===== src/rtl/sia_pkg.sv =====
// sia_pkg: operation codes, status codes and shared types for the scripted integer alu
// no dependencies
package sia_pkg;

    localparam int unsigned DataW = 32;
    localparam int unsigned ModeW = 5;
    localparam int unsigned StatW = 2;
    localparam int unsigned DivCells = 32;

    typedef enum logic [ModeW-1:0] {
        OP_ADD = 5'd0, OP_SUB = 5'd1, OP_MUL = 5'd2, OP_DIV = 5'd3, OP_MOD = 5'd4,
        OP_RSUB = 5'd5, OP_RDIV = 5'd6, OP_RMOD = 5'd7,
        OP_AND = 5'd8, OP_OR = 5'd9, OP_XOR = 5'd10,
        OP_SHL = 5'd11, OP_SHR = 5'd12, OP_ASR = 5'd13,
        OP_MAXU = 5'd14, OP_MINU = 5'd15, OP_MAXS = 5'd16, OP_MINS = 5'd17,
        OP_CMPS = 5'd18, OP_CMPU = 5'd19,
        OP_GEU = 5'd20, OP_LEU = 5'd21, OP_GES = 5'd22, OP_LES = 5'd23,
        OP_EQ = 5'd24, OP_NE = 5'd25
    } t_op;

    localparam logic [StatW-1:0] ST_OK = 2'd0;
    localparam logic [StatW-1:0] ST_RANGE = 2'd1;
    localparam logic [StatW-1:0] ST_DIVZERO = 2'd2;

    // data carried along the divider chain for one item
    typedef struct packed {
        logic             vld;
        logic             want_rem;
        logic             neg_q;
        logic             neg_r;
        logic             dz;
        logic             is_div;
        logic [DataW-1:0] quo;    // dividend bits shift out, quotient bits shift in
        logic [DataW:0]   rem;
        logic [DataW-1:0] dvs;    // divisor magnitude
        logic [DataW-1:0] res;    // non-divide result waiting alongside
        logic [StatW-1:0] st;
    } t_lane;

endpackage


===== src/rtl/sia_cell.sv =====
// sia_cell: one restoring-division step, registered, handing its lane to the next cell
// depends on sia_pkg
module sia_cell import sia_pkg::*; (
    input  logic   i_clk,
    input  logic   i_rst_n,
    input  logic   i_en,
    input  t_lane  i_lane,
    output t_lane  o_lane
);
    t_lane r_lane, n_lane;
    logic [DataW:0] sh, diff;

    always_comb begin
        n_lane = i_lane;
        sh = {i_lane.rem[DataW-1:0], i_lane.quo[DataW-1]};
        diff = sh - {1'b0, i_lane.dvs};
        if (i_lane.is_div) begin
            if (!diff[DataW]) begin
                n_lane.rem = diff;
                n_lane.quo = {i_lane.quo[DataW-2:0], 1'b1};
            end else begin
                n_lane.rem = sh;
                n_lane.quo = {i_lane.quo[DataW-2:0], 1'b0};
            end
        end
    end

    always_ff @(posedge i_clk) begin
        if (!i_rst_n) begin
            r_lane.vld <= 1'b0;
        end else if (i_en) begin
            r_lane <= n_lane;
        end
    end

    assign o_lane = r_lane;
endmodule


===== config.mk =====
export PLATFORM = sky130hd
export DESIGN_NAME = sia_cell
export DESIGN_NICKNAME = d
export VERILOG_FILES = /design/src/rtl/sia_pkg.sv /design/src/rtl/sia_cell.sv
export SDC_FILE = /design/constraint.sdc
export NUM_CORES = 1
export LEC_CHECK = 0
export ABC_AREA = 0
export BUFFER_PORTS_ARGS = -buffer_cell sky130_fd_sc_hd__buf_2
export CAP_MARGIN = 25
export CORE_MARGIN = 10
export CORE_UTILIZATION = 44
export CTS_CLUSTER_SIZE = 16
export DETAILED_ROUTE_END_ITERATION = 16
export GPL_ROUTABILITY_DRIVEN = 1
export GPL_TIMING_DRIVEN = 0
export HOLD_SLACK_MARGIN = 0.08
export PLACE_DENSITY_LB_ADDON = 0.15
export SLEW_MARGIN = 25
export SYNTH_ARGS = -nofsm -noshare
export SYNTH_HDL_FRONTEND = slang
export SYNTH_SLANG_ARGS = --single-unit

===== constraint.sdc =====
create_clock -name i_clk -period 3.9 [get_ports i_clk]
set_input_delay 0.585 -clock i_clk [delete_from_list [all_inputs] [get_ports i_clk]]
set_output_delay 0.585 -clock i_clk [all_outputs]
set_load 0.005 [all_outputs]

==> out/qor.csv <==
metric;value;unit
first-pass GRT wire length;33420;um
Worst Path Max Fanout;10;
post-DR vias/cell;5.251;
Int Pwr;0.003004;W
CTS Root Buffer Type;clkbuf_16;
total power;0.004168;W
register bit total from synthesis;137;
final WL;21830;um
Syn Std Cell Area;0.006973;mm2
Leak Pwr;4.037;nW
CP max stage cell;ha_2;
Placed Cells incl. Taps;1043;
initial antenna violation count;1;
max reg flops;137;
largest net degree at the start of global routing;55;
fmax;269.0;MHz
TritonCTS Buffers;17;
Post-Layout Cell Count;1077;
CP most frequent cell;o21ai_1;
total track usage;0.2005;
area grow syn2layout;33.57;%
Final setup viols;0;
Die ar.;0.02128;mm2
htree depth;4;
MaxCap Viol Count;0;
Seq pwr share;0.427;
# DRC;0;
clock slew at reported path FFs;0.07;ns
Slew Limit Fails;0;
Die Y-Extent;145.9;um
Synthesized Nets;728;
post-synth cell types;56;
Critical Path AT;3.87;ns
mean routed wirelength per cell;20.27;um
Critical Path Sink Type;register;
slowest stage delay, CP;0.41;ns
adder-cell share of the synthesized area;0.06209;
Starting Density;0.4536;
CTS tree;yes;
CP bufs+invs;4;
Slew Limit Headroom;0.5329;
IO Pins;277;
Slew @ Worst Pin;0.7006;ns
Hold Path Class;in -> reg;
period utilisation layout;0.9531;
Compound-Gate Fraction of Synth Area;0.1529;
RSZ-0062 raised after global routing;false;
Sink Count;137;
GPL Wtd Cong;0.8458;
# port buffers;276;
WS Path Type;in -> reg;
Psw;0.001164;W
Finished Cell Area;0.009314;mm2
Post-Synth Simple-Gate Area;0.05993;
Seq/Total Area, Yosys;0.5886;
combinational family with the most area after synthesis;compound AO/OA/AOI/OAI gates;
PD cells;447.5;mW/mm2
post-DP HPWL;17440;um
FFs w/ async S/R, synth;0;
Post-Synth XOR/XNOR Area;0.03391;
Post-synth EDFFs;136;
delay-heaviest family, CP;compound AO/OA/AOI/OAI gates;
Area after DPL;0.008677;mm2
core area;0.01537;mm2
clock skew;0;ns
Clk pwr share;0.381;
insertion delay to the later sink of the worst-skew pair;0.42;ns
Post-Syn Instances;554;
Yosys warning count;0;
CP startpoint kind;input pin;
nets;1026;
Max VDD drop;0.2788;mV
Data required, critical path;4.05;ns
vias in the first global route;5785;
Sw Ratio;0.2793;
Iteration-0 DRC Markers;342;
total number of vias;5655;
Die Wd;145.9;um
combinational share of power;0.192;
share of layout cells above drive strength 1;0.4220;
Clock Tree Buf Depth;2;
minimum clock period;3.717;ns
worst-path cell chain;buf_2 > inv_1 > ha_1 > fa_2 > nor2b_4 > o31a_4 > a41oi_4 > o21ai_1 > o211a_1 > a31oi_4 > o21ai_1 > o21a_1 > ha_2 > buf_4 > buf_6 > mux2i_1 > a21oi_1;
outcome;completed;
syn avg cell area;12.59;um2
DRT Pass-1 Iters;5;
Hold Vio Cnt, Final;0;
post-synthesis mux area share;0.06747;
Antenna Nets Post-Route;0;
row cnt;45;
Main synth FF type;edfxtp_1;
total congestion overflow;0;
[cell usage in the layout (no fill, tap or decap), types with 5 or more instances in the layout]
| cell type | count |
|---|---|
| a21oi_1 | 47 |
| nor3_1 | 5 |
| o21ai_1 | 5 |
| nand3_1 | 5 |
| mux2_2 | 32 |
| mux2i_1 | 11 |
| a21o_1 | 14 |
| clkbuf_1 | 13 |
| xnor2_1 | 13 |
| xor2_1 | 14 |
| a31oi_1 | 9 |
| o21a_1 | 5 |
| a211oi_1 | 5 |
| ha_1 | 32 |
| a22oi_1 | 9 |
| nor2_1 | 32 |
| edfxtp_1 | 136 |
| o21ai_0 | 28 |
| clkbuf_16 | 17 |
| inv_1 | 43 |
| buf_2 | 277 |
| nand2_1 | 27 |
[synth_stat cells, types with 3 or more instances]
cell,count,area share
edfxtp_1,136,0.59
a21oi_1,47,0.034
inv_1,43,0.023
ha_1,33,0.059
nor2_1,33,0.018
mux2_2,32,0.052
o21ai_0,30,0.022
nand2_1,27,0.015
clkbuf_1,15,0.0081
a21o_1,14,0.015
xor2_1,14,0.018
xnor2_1,13,0.016
mux2i_1,11,0.016
a22oi_1,9,0.0097
a31oi_1,9,0.0081
a211oi_1,6,0.0065
nand3_1,5,0.0036
nor3_1,5,0.0036
o21a_1,5,0.0054
buf_1,4,0.0022
nand4_1,4,0.0036
nor2b_1,4,0.0036
o211ai_1,4,0.0043
a221o_1,3,0.0043
and2_1,3,0.0027
and3_1,3,0.0027
o21ai_1,3,0.0022
o22ai_1,3,0.0027
[path summary, 6_finish.rpt]
check / startpoint / to / slack, ns / cells after the start
worst max-delay path: i_lane[130] / o_lane[73] / 0.18 / 17
worst min-delay path: i_lane[16] / o_lane[16] / 0.33 / 1
worst max register to register: o_lane[136] / o_lane[136] / 3.30 / 2
worst min register to register: o_lane[136] / o_lane[136] / 0.54 / 2
[cell families after synthesis]
logic type | after synthesis
XOR/XNOR | 27
adder cells (fa/ha/maj) | 34
flip-flops | 137
AO/OA/AOI/OAI | 157
buffers and inverters | 65
AND/OR/NAND/NOR | 91
multiplexers | 43
[worst reg2reg max path, cell delays in order (launching register included)]
cell and delay, ns:
dfxtp_1 0.31, mux2i_1 0.13, nor2b_1 0.06
[metal layers]
metal / vias up / GRT usage / routed length, um
li1: 2705 / - / -
met4: 2 / 0.05915 / 384
met5: - / 0 / 13
met2: 240 / 0.3449 / 10890
met3: 28 / 0.05899 / 1782
met1: 2680 / 0.2362 / 8761
[area by class of cell]
type	instances	area, um2
fillers	1307	6057
plain buffers	20	92.59
multi-input cells	352	2648
diodes	1	2.502
well taps	211	264.0
clock inverters	15	160.2
repair buffers	279	1444
clock buffers	17	425.4
flip-flops and latches	137	4104
inverters	45	173.9
[stage by stage]
| stage | TNS (ns) | setup slack [ns] | utilization | hold WS (ns) |
|---|---|---|---|---|
| after floorplan | 0 | 0.1317 | - | 0.5073 |
| after global placement | -18.24 | -0.8775 | 0.5608 | 0.5179 |
| after detailed placement | -18.97 | -0.8875 | 0.5645 | 0.5282 |
| after CTS | -0.009187 | -0.006591 | 0.6037 | 0.3209 |
| after global routing | 0 | 0.01592 | 0.6058 | 0.3189 |
| final | 0 | 0.1828 | 0.6059 | 0.3330 |
[what timing repair did]
item | CTS | global route
pin swaps | 0 | 2
gates resized for setup | 8 | 8
hold buffers | 0 | 0
buffers inserted | 0 | 1
endpoints found under the setup margin | 27 | 21
hold endpoints to repair | 0 | 0
[power groups by stage]
stage	clock network [W]	registers [W]	logic (W)
after floorplan	0	0.00183	0.000425
after global placement	0	0.00181	0.000772
after detailed placement	0	0.00181	0.000786
after CTS	0.00162	0.00178	0.000797
after global routing	0.00168	0.00179	0.000881
final	0.00159	0.00178	0.000801
Power figures use the tool's default switching activity.
