===== config.mk =====
export PLATFORM = sky130hd
export DESIGN_NAME = sia_front
export DESIGN_NICKNAME = d
export VERILOG_FILES = /design/src/rtl/sia_pkg.sv /design/src/rtl/sia_front.sv
export SDC_FILE = /design/constraint.sdc
export NUM_CORES = 2
export LEC_CHECK = 0
export BUFFER_PORTS_ARGS = -buffer_cell sky130_fd_sc_hd__buf_4
export CORE_MARGIN = 2
export CORE_UTILIZATION = 58
export CTS_CLUSTER_DIAMETER = 40
export DETAILED_ROUTE_END_ITERATION = 8
export PLACE_DENSITY = 0.8
export SLEW_MARGIN = 0
export SYNTH_ARGS = -nofsm -noshare
export SYNTH_HDL_FRONTEND = slang
export SYNTH_SLANG_ARGS = --single-unit

===== constraint.sdc =====
create_clock -name i_clk -period 10.7 [get_ports i_clk]
set_clock_uncertainty 0.05 [all_clocks]
set_input_delay 2.675 -clock i_clk [delete_from_list [all_inputs] [get_ports i_clk]]
set_output_delay 2.675 -clock i_clk [all_outputs]
set_load 0.005 [all_outputs]

===== src/rtl/sia_pkg.sv =====
// sia_pkg: operation codes, status codes and shared types for the scripted integer alu
// no dependencies
package sia_pkg;

    localparam int unsigned DataW = 32;
    localparam int unsigned ModeW = 5;
    localparam int unsigned StatW = 2;
    localparam int unsigned DivCells = 32;

    typedef enum logic [ModeW-1:0] {
        OP_ADD = 5'd0, OP_SUB = 5'd1, OP_MUL = 5'd2, OP_DIV = 5'd3, OP_MOD = 5'd4,
        OP_RSUB = 5'd5, OP_RDIV = 5'd6, OP_RMOD = 5'd7,
        OP_AND = 5'd8, OP_OR = 5'd9, OP_XOR = 5'd10,
        OP_SHL = 5'd11, OP_SHR = 5'd12, OP_ASR = 5'd13,
        OP_MAXU = 5'd14, OP_MINU = 5'd15, OP_MAXS = 5'd16, OP_MINS = 5'd17,
        OP_CMPS = 5'd18, OP_CMPU = 5'd19,
        OP_GEU = 5'd20, OP_LEU = 5'd21, OP_GES = 5'd22, OP_LES = 5'd23,
        OP_EQ = 5'd24, OP_NE = 5'd25
    } t_op;

    localparam logic [StatW-1:0] ST_OK = 2'd0;
    localparam logic [StatW-1:0] ST_RANGE = 2'd1;
    localparam logic [StatW-1:0] ST_DIVZERO = 2'd2;

    // data carried along the divider chain for one item
    typedef struct packed {
        logic             vld;
        logic             want_rem;
        logic             neg_q;
        logic             neg_r;
        logic             dz;
        logic             is_div;
        logic [DataW-1:0] quo;    // dividend bits shift out, quotient bits shift in
        logic [DataW:0]   rem;
        logic [DataW-1:0] dvs;    // divisor magnitude
        logic [DataW-1:0] res;    // non-divide result waiting alongside
        logic [StatW-1:0] st;
    } t_lane;

endpackage


===== src/rtl/sia_front.sv =====
// sia_front: decodes the operation, computes every result other than divide and remainder, and loads the lane
// depends on sia_pkg
module sia_front import sia_pkg::*; (
    input  logic             i_clk,
    input  logic             i_rst_n,
    input  logic             i_en,
    input  logic             i_vld,
    input  logic [ModeW-1:0] i_mode,
    input  logic [DataW-1:0] i_a,
    input  logic [DataW-1:0] i_b,
    output t_lane            o_lane
);
    t_lane r_lane, n_lane;
    logic [DataW-1:0] nd, dd, nd_mag, dd_mag, res, prod;
    logic [StatW-1:0] st;
    logic ltu, lts, eq, big, rev, is_dv, ok;

    assign ltu = i_a < i_b;
    assign lts = $signed(i_a) < $signed(i_b);
    assign eq = i_a == i_b;
    assign big = |i_b[DataW-1:5];
    assign prod = i_a * i_b;

    always_comb begin
        res = '0;
        ok = 1'b1;
        is_dv = 1'b0;
        rev = 1'b0;
        case (i_mode)
            OP_ADD:  res = i_a + i_b;
            OP_SUB:  res = i_a - i_b;
            OP_MUL:  res = prod;
            OP_DIV, OP_MOD: is_dv = 1'b1;
            OP_RSUB: res = i_b - i_a;
            OP_RDIV, OP_RMOD: begin
                is_dv = 1'b1;
                rev = 1'b1;
            end
            OP_AND:  res = i_a & i_b;
            OP_OR:   res = i_a | i_b;
            OP_XOR:  res = i_a ^ i_b;
            OP_SHL:  res = big ? '0 : i_a << i_b[4:0];
            OP_SHR:  res = big ? '0 : i_a >> i_b[4:0];
            OP_ASR:  res = big ? {DataW{i_a[DataW-1]}} : DataW'($signed(i_a) >>> i_b[4:0]);
            OP_MAXU: res = ltu ? i_b : i_a;
            OP_MINU: res = (!ltu && !eq) ? i_b : i_a;
            OP_MAXS: res = lts ? i_b : i_a;
            OP_MINS: res = (!lts && !eq) ? i_b : i_a;
            OP_CMPS: res = eq ? '0 : (lts ? '1 : DataW'(1));
            OP_CMPU: res = eq ? '0 : (ltu ? '1 : DataW'(1));
            OP_GEU:  begin res = i_a; ok = !ltu; end
            OP_LEU:  begin res = i_a; ok = ltu || eq; end
            OP_GES:  begin res = i_a; ok = !lts; end
            OP_LES:  begin res = i_a; ok = lts || eq; end
            OP_EQ:   begin res = i_a; ok = eq; end
            OP_NE:   begin res = i_a; ok = !eq; end
            default: res = '0;
        endcase
        st = ok ? ST_OK : ST_RANGE;
    end

    assign nd = rev ? i_b : i_a;
    assign dd = rev ? i_a : i_b;
    assign nd_mag = nd[DataW-1] ? -nd : nd;
    assign dd_mag = dd[DataW-1] ? -dd : dd;

    always_comb begin
        n_lane.vld = i_vld;
        n_lane.want_rem = (i_mode == OP_MOD) || (i_mode == OP_RMOD);
        n_lane.neg_q = nd[DataW-1] ^ dd[DataW-1];
        n_lane.neg_r = nd[DataW-1];
        n_lane.dz = is_dv && (dd == '0);
        n_lane.is_div = is_dv && (dd != '0);
        n_lane.quo = nd_mag;
        n_lane.rem = '0;
        n_lane.dvs = dd_mag;
        n_lane.res = res;
        n_lane.st = n_lane.dz ? ST_DIVZERO : st;
    end

    always_ff @(posedge i_clk) begin
        if (!i_rst_n) begin
            r_lane.vld <= 1'b0;
        end else if (i_en) begin
            r_lane <= n_lane;
        end
    end

    assign o_lane = r_lane;
endmodule


==> flow_metrics.py <==
metrics = {
    "clocking": {
        "clk_pin_slew_worst_paths_ns": 0.10,
        "root_buffer": "clkbuf_16",
        "clock_latency_ns": 0.39,
        "cts_buffers": 9,
        "cts_hold_buf": 0,
        "cts_buffer_depth": 2,
        "htreeDepth": 3,
        "post-cts-setup-buffer-count": 0,
        "cts.sinks": 104,
        "cts_tree": "built",
        "cts_resized": 0,
    },
    "finish": {
        "syn_to_final_growth_pct": 9.50,
        "post-route-util": 0.640,
        "nNetsFinal": 4721,
        "largest_reg_flops": 104,
        "layout-drive-gt1-share": 0.127,
        "stdcell_area_um2": 34400,
    },
    "floorplan": {
        "start_util": 0.584,
        "std_cell_rows": 85,
        "chipHeight_um": 237,
        "ios": 210,
        "coreArea_um2": 53700,
        "die_area_um2": 56000,
        "die-width_um": 237,
    },
    "routing": {
        "via_per_inst": 6.87,
        "routedWlPerCell_um": 31.6,
        "first_pass_iters": 9,
        "ant_nets": 0,
        "drt-initial-drc-count": 5503,
        "vias": 32195,
        "drt_wl_total_mm": 148,
        "drcViolationCount": 10,
    },
    "timing": {
        "fin_crit_sh": 0.977,
        "rsz0062_at_grt": "no",
        "setup-tns-final_ns": 0,
        "slew_headroom": 0.0107,
        "setup_viol": 0,
        "fin_crit_ns": 10.45,
        "worstMarginPinSlew_ns": 1.47,
        "hold_viol": 0,
        "maxSlewViolCount": 0,
        "fin_ws_ns": 0.247,
        "max_freq_ghz": 0.0957,
    },
    "global_route": {
        "grt_start_max_net_pins": 81,
        "overflow": 0,
        "grt_pass1_vias": 31235,
        "antenna_found_initial": 6,
        "grt_pass1_wl_mm": 213,
        "grtUsageTotal": 0.529,
    },
    "critical_path": {
        "r2r_slack_ns": 10.05,
        "regToRegStartpoint": "o_lane[136]",
        "crit_path_max_incr_delay_ns": 0.79,
        "rr_worst_depth": 2,
        "critical_path.max_fanout": 12,
        "endpoint_kind": "flip-flop",
        "crit_required_ns": 10.80,
        "arrival_ns": 10.56,
        "path_common_cell": "fa_1",
        "slowest_stage": "o31ai_2",
        "cp-start-kind": "input port",
        "rr_endpoint": "o_lane[136]",
        "crit_type": "in -> reg",
    },
    "logic_synthesis": {
        "synth_area_per_cell_um2": 8.09,
        "ys.warnings.count": 0,
        "synth.top_cell.area_share": 0.262,
        "ys_top_cells_by_area": "fa_1 (26%), ha_1 (10%), edfxtp_1 (9.9%)",
        "syn_area_um2": 31400,
        "synth_area_leader_cell": "fa_1",
        "muxShareOfSynthArea": 0.0561,
        "synth-compound-area-share": 0.149,
        "synth_xor_area_frac": 0.0645,
        "synth_edf_count": 103,
        "synthDistinctLibCells": 97,
        "ys_ff_latch": 104,
        "ys_seq_area_frac": 0.0992,
        "synth-adder-area-share": 0.362,
        "syn-instance-count": 3878,
        "synth_top_family_by_area": "adder cells",
        "synthArstFlopShare": 0,
        "synthSimpleGateAreaFrac": 0.170,
        "synth-main-ff-cell": "edfxtp_1",
    },
    "placed_design": {
        "place_hpwl_mm": 116,
        "postPlaceCellArea_um2": 34000,
        "io_buffers": 176,
        "pre_cts_ws_ns": 0.0576,
        "routabilityCongestion": 1.12,
    },
    "worst_hold_path": {
        "hp-class": "reg -> reg",
        "holdCritStartpoint": "o_lane[136]",
        "min_path_cells": 2,
        "hold_path_end": "o_lane[136]",
    },
    "job": {
        "cap_violations": 1,
    },
    "status": {
        "status": "finished with violations",
        "violations": "DRC, capacitance limit",
    },
}
-- stage by stage --
stage / hold slack [ns] / cells
6_report: 0.492 / 4688
5_1_grt: 0.554 / 4686
4_1_cts: 0.494 / 4686
3_5_place_dp: 0.477 / 4670
3_3_place_gp: 0.464 / 4670
2_1_floorplan: 0.457 / 3910
-- logic make-up (layout without fill, tap and decap cells) --
family	after synthesis	in the layout
muxes	124	124
AOI/OAI and AO/OA	732	732
other	1	35
and+or+nand+nor	1238	1238
adders and majority gates	663	663
DFF	104	104
buffers and inverters	791	871
xor gates and xnor gates	225	225
-- metal layers --
layer  vias to the layer above  GRT usage  share of wire
met5                         -    0.00866        0.00080
met4                        10      0.374          0.098
met3                       840      0.209           0.17
met2                      2987      0.733           0.39
met1                     15334      0.672           0.34
li1                      13024          -              -
-- placed cells by master (no fill, tap or decap), types with 20 or more instances in the layout --
cell type,count
a211oi_1,23
a21o_1,20
a21oi_1,228
a221oi_1,36
a22oi_1,36
a31oi_1,26
buf_4,367
conb_1,33
edfxtp_1,103
fa_1,410
ha_1,253
inv_1,458
mux2_2,26
mux2i_1,59
mux4_2,39
nand2_1,354
nand2b_1,20
nand3_1,45
nor2_1,583
nor2b_1,28
nor3_1,80
o211ai_1,24
o21ai_0,167
xnor2_1,178
xor2_1,43
-- synthesized netlist by cell type, types with 23 or more instances --
cell type	count
mux4_2	39
a21oi_1	230
nor2b_1	28
a221oi_1	36
nand3_1	45
o211ai_1	24
a31oi_1	26
xor2_1	43
o21ai_0	167
buf_4	33
a22oi_1	36
xnor2_1	178
edfxtp_1	103
fa_1	410
a211oi_1	23
mux2_2	26
clkbuf_1	211
nand2_1	354
nor3_1	85
mux2i_1	59
ha_1	253
inv_1	460
nor2_1	584
buf_1	54
-- final cells by class --
class | instances | area, um^2
antenna | 2 | 5.00
clock buffer | 9 | 225
clock inverter | 7 | 93.8
fill | 4605 | 19300
inverter | 481 | 1810
multi-input combinational | 3015 | 25400
sequential | 104 | 3110
tap | 696 | 871
timing repair buffer | 374 | 2900
-- worst max-delay path by stage --
stage                       from         end  slack [ns]  cells after the start
after floorplan           i_b[2]  o_lane[33]        0.06                     30
after global placement    i_b[2]  o_lane[33]        0.11                     24
after detailed placement  i_b[4]  o_lane[33]        0.06                     25
after CTS                 i_b[4]  o_lane[33]        0.50                     25
after global routing      i_b[4]  o_lane[33]        0.19                     25
final                     i_b[4]  o_lane[33]        0.25                     25
-- worst max-delay path: cells and delay by family --
| kind | cells | cell delay [ns] |
|---|---|---|
| buffers and inverters | 5 | 0.82 |
| AND/OR/NAND/NOR | 4 | 1.04 |
| adder cells (fa/ha/maj) | 9 | 3.74 |
| AO/OA/AOI/OAI | 7 | 2.26 |
Power is not shown: default switching activity piles up to over one toggle a cycle in this logic, so the estimate is an artifact.
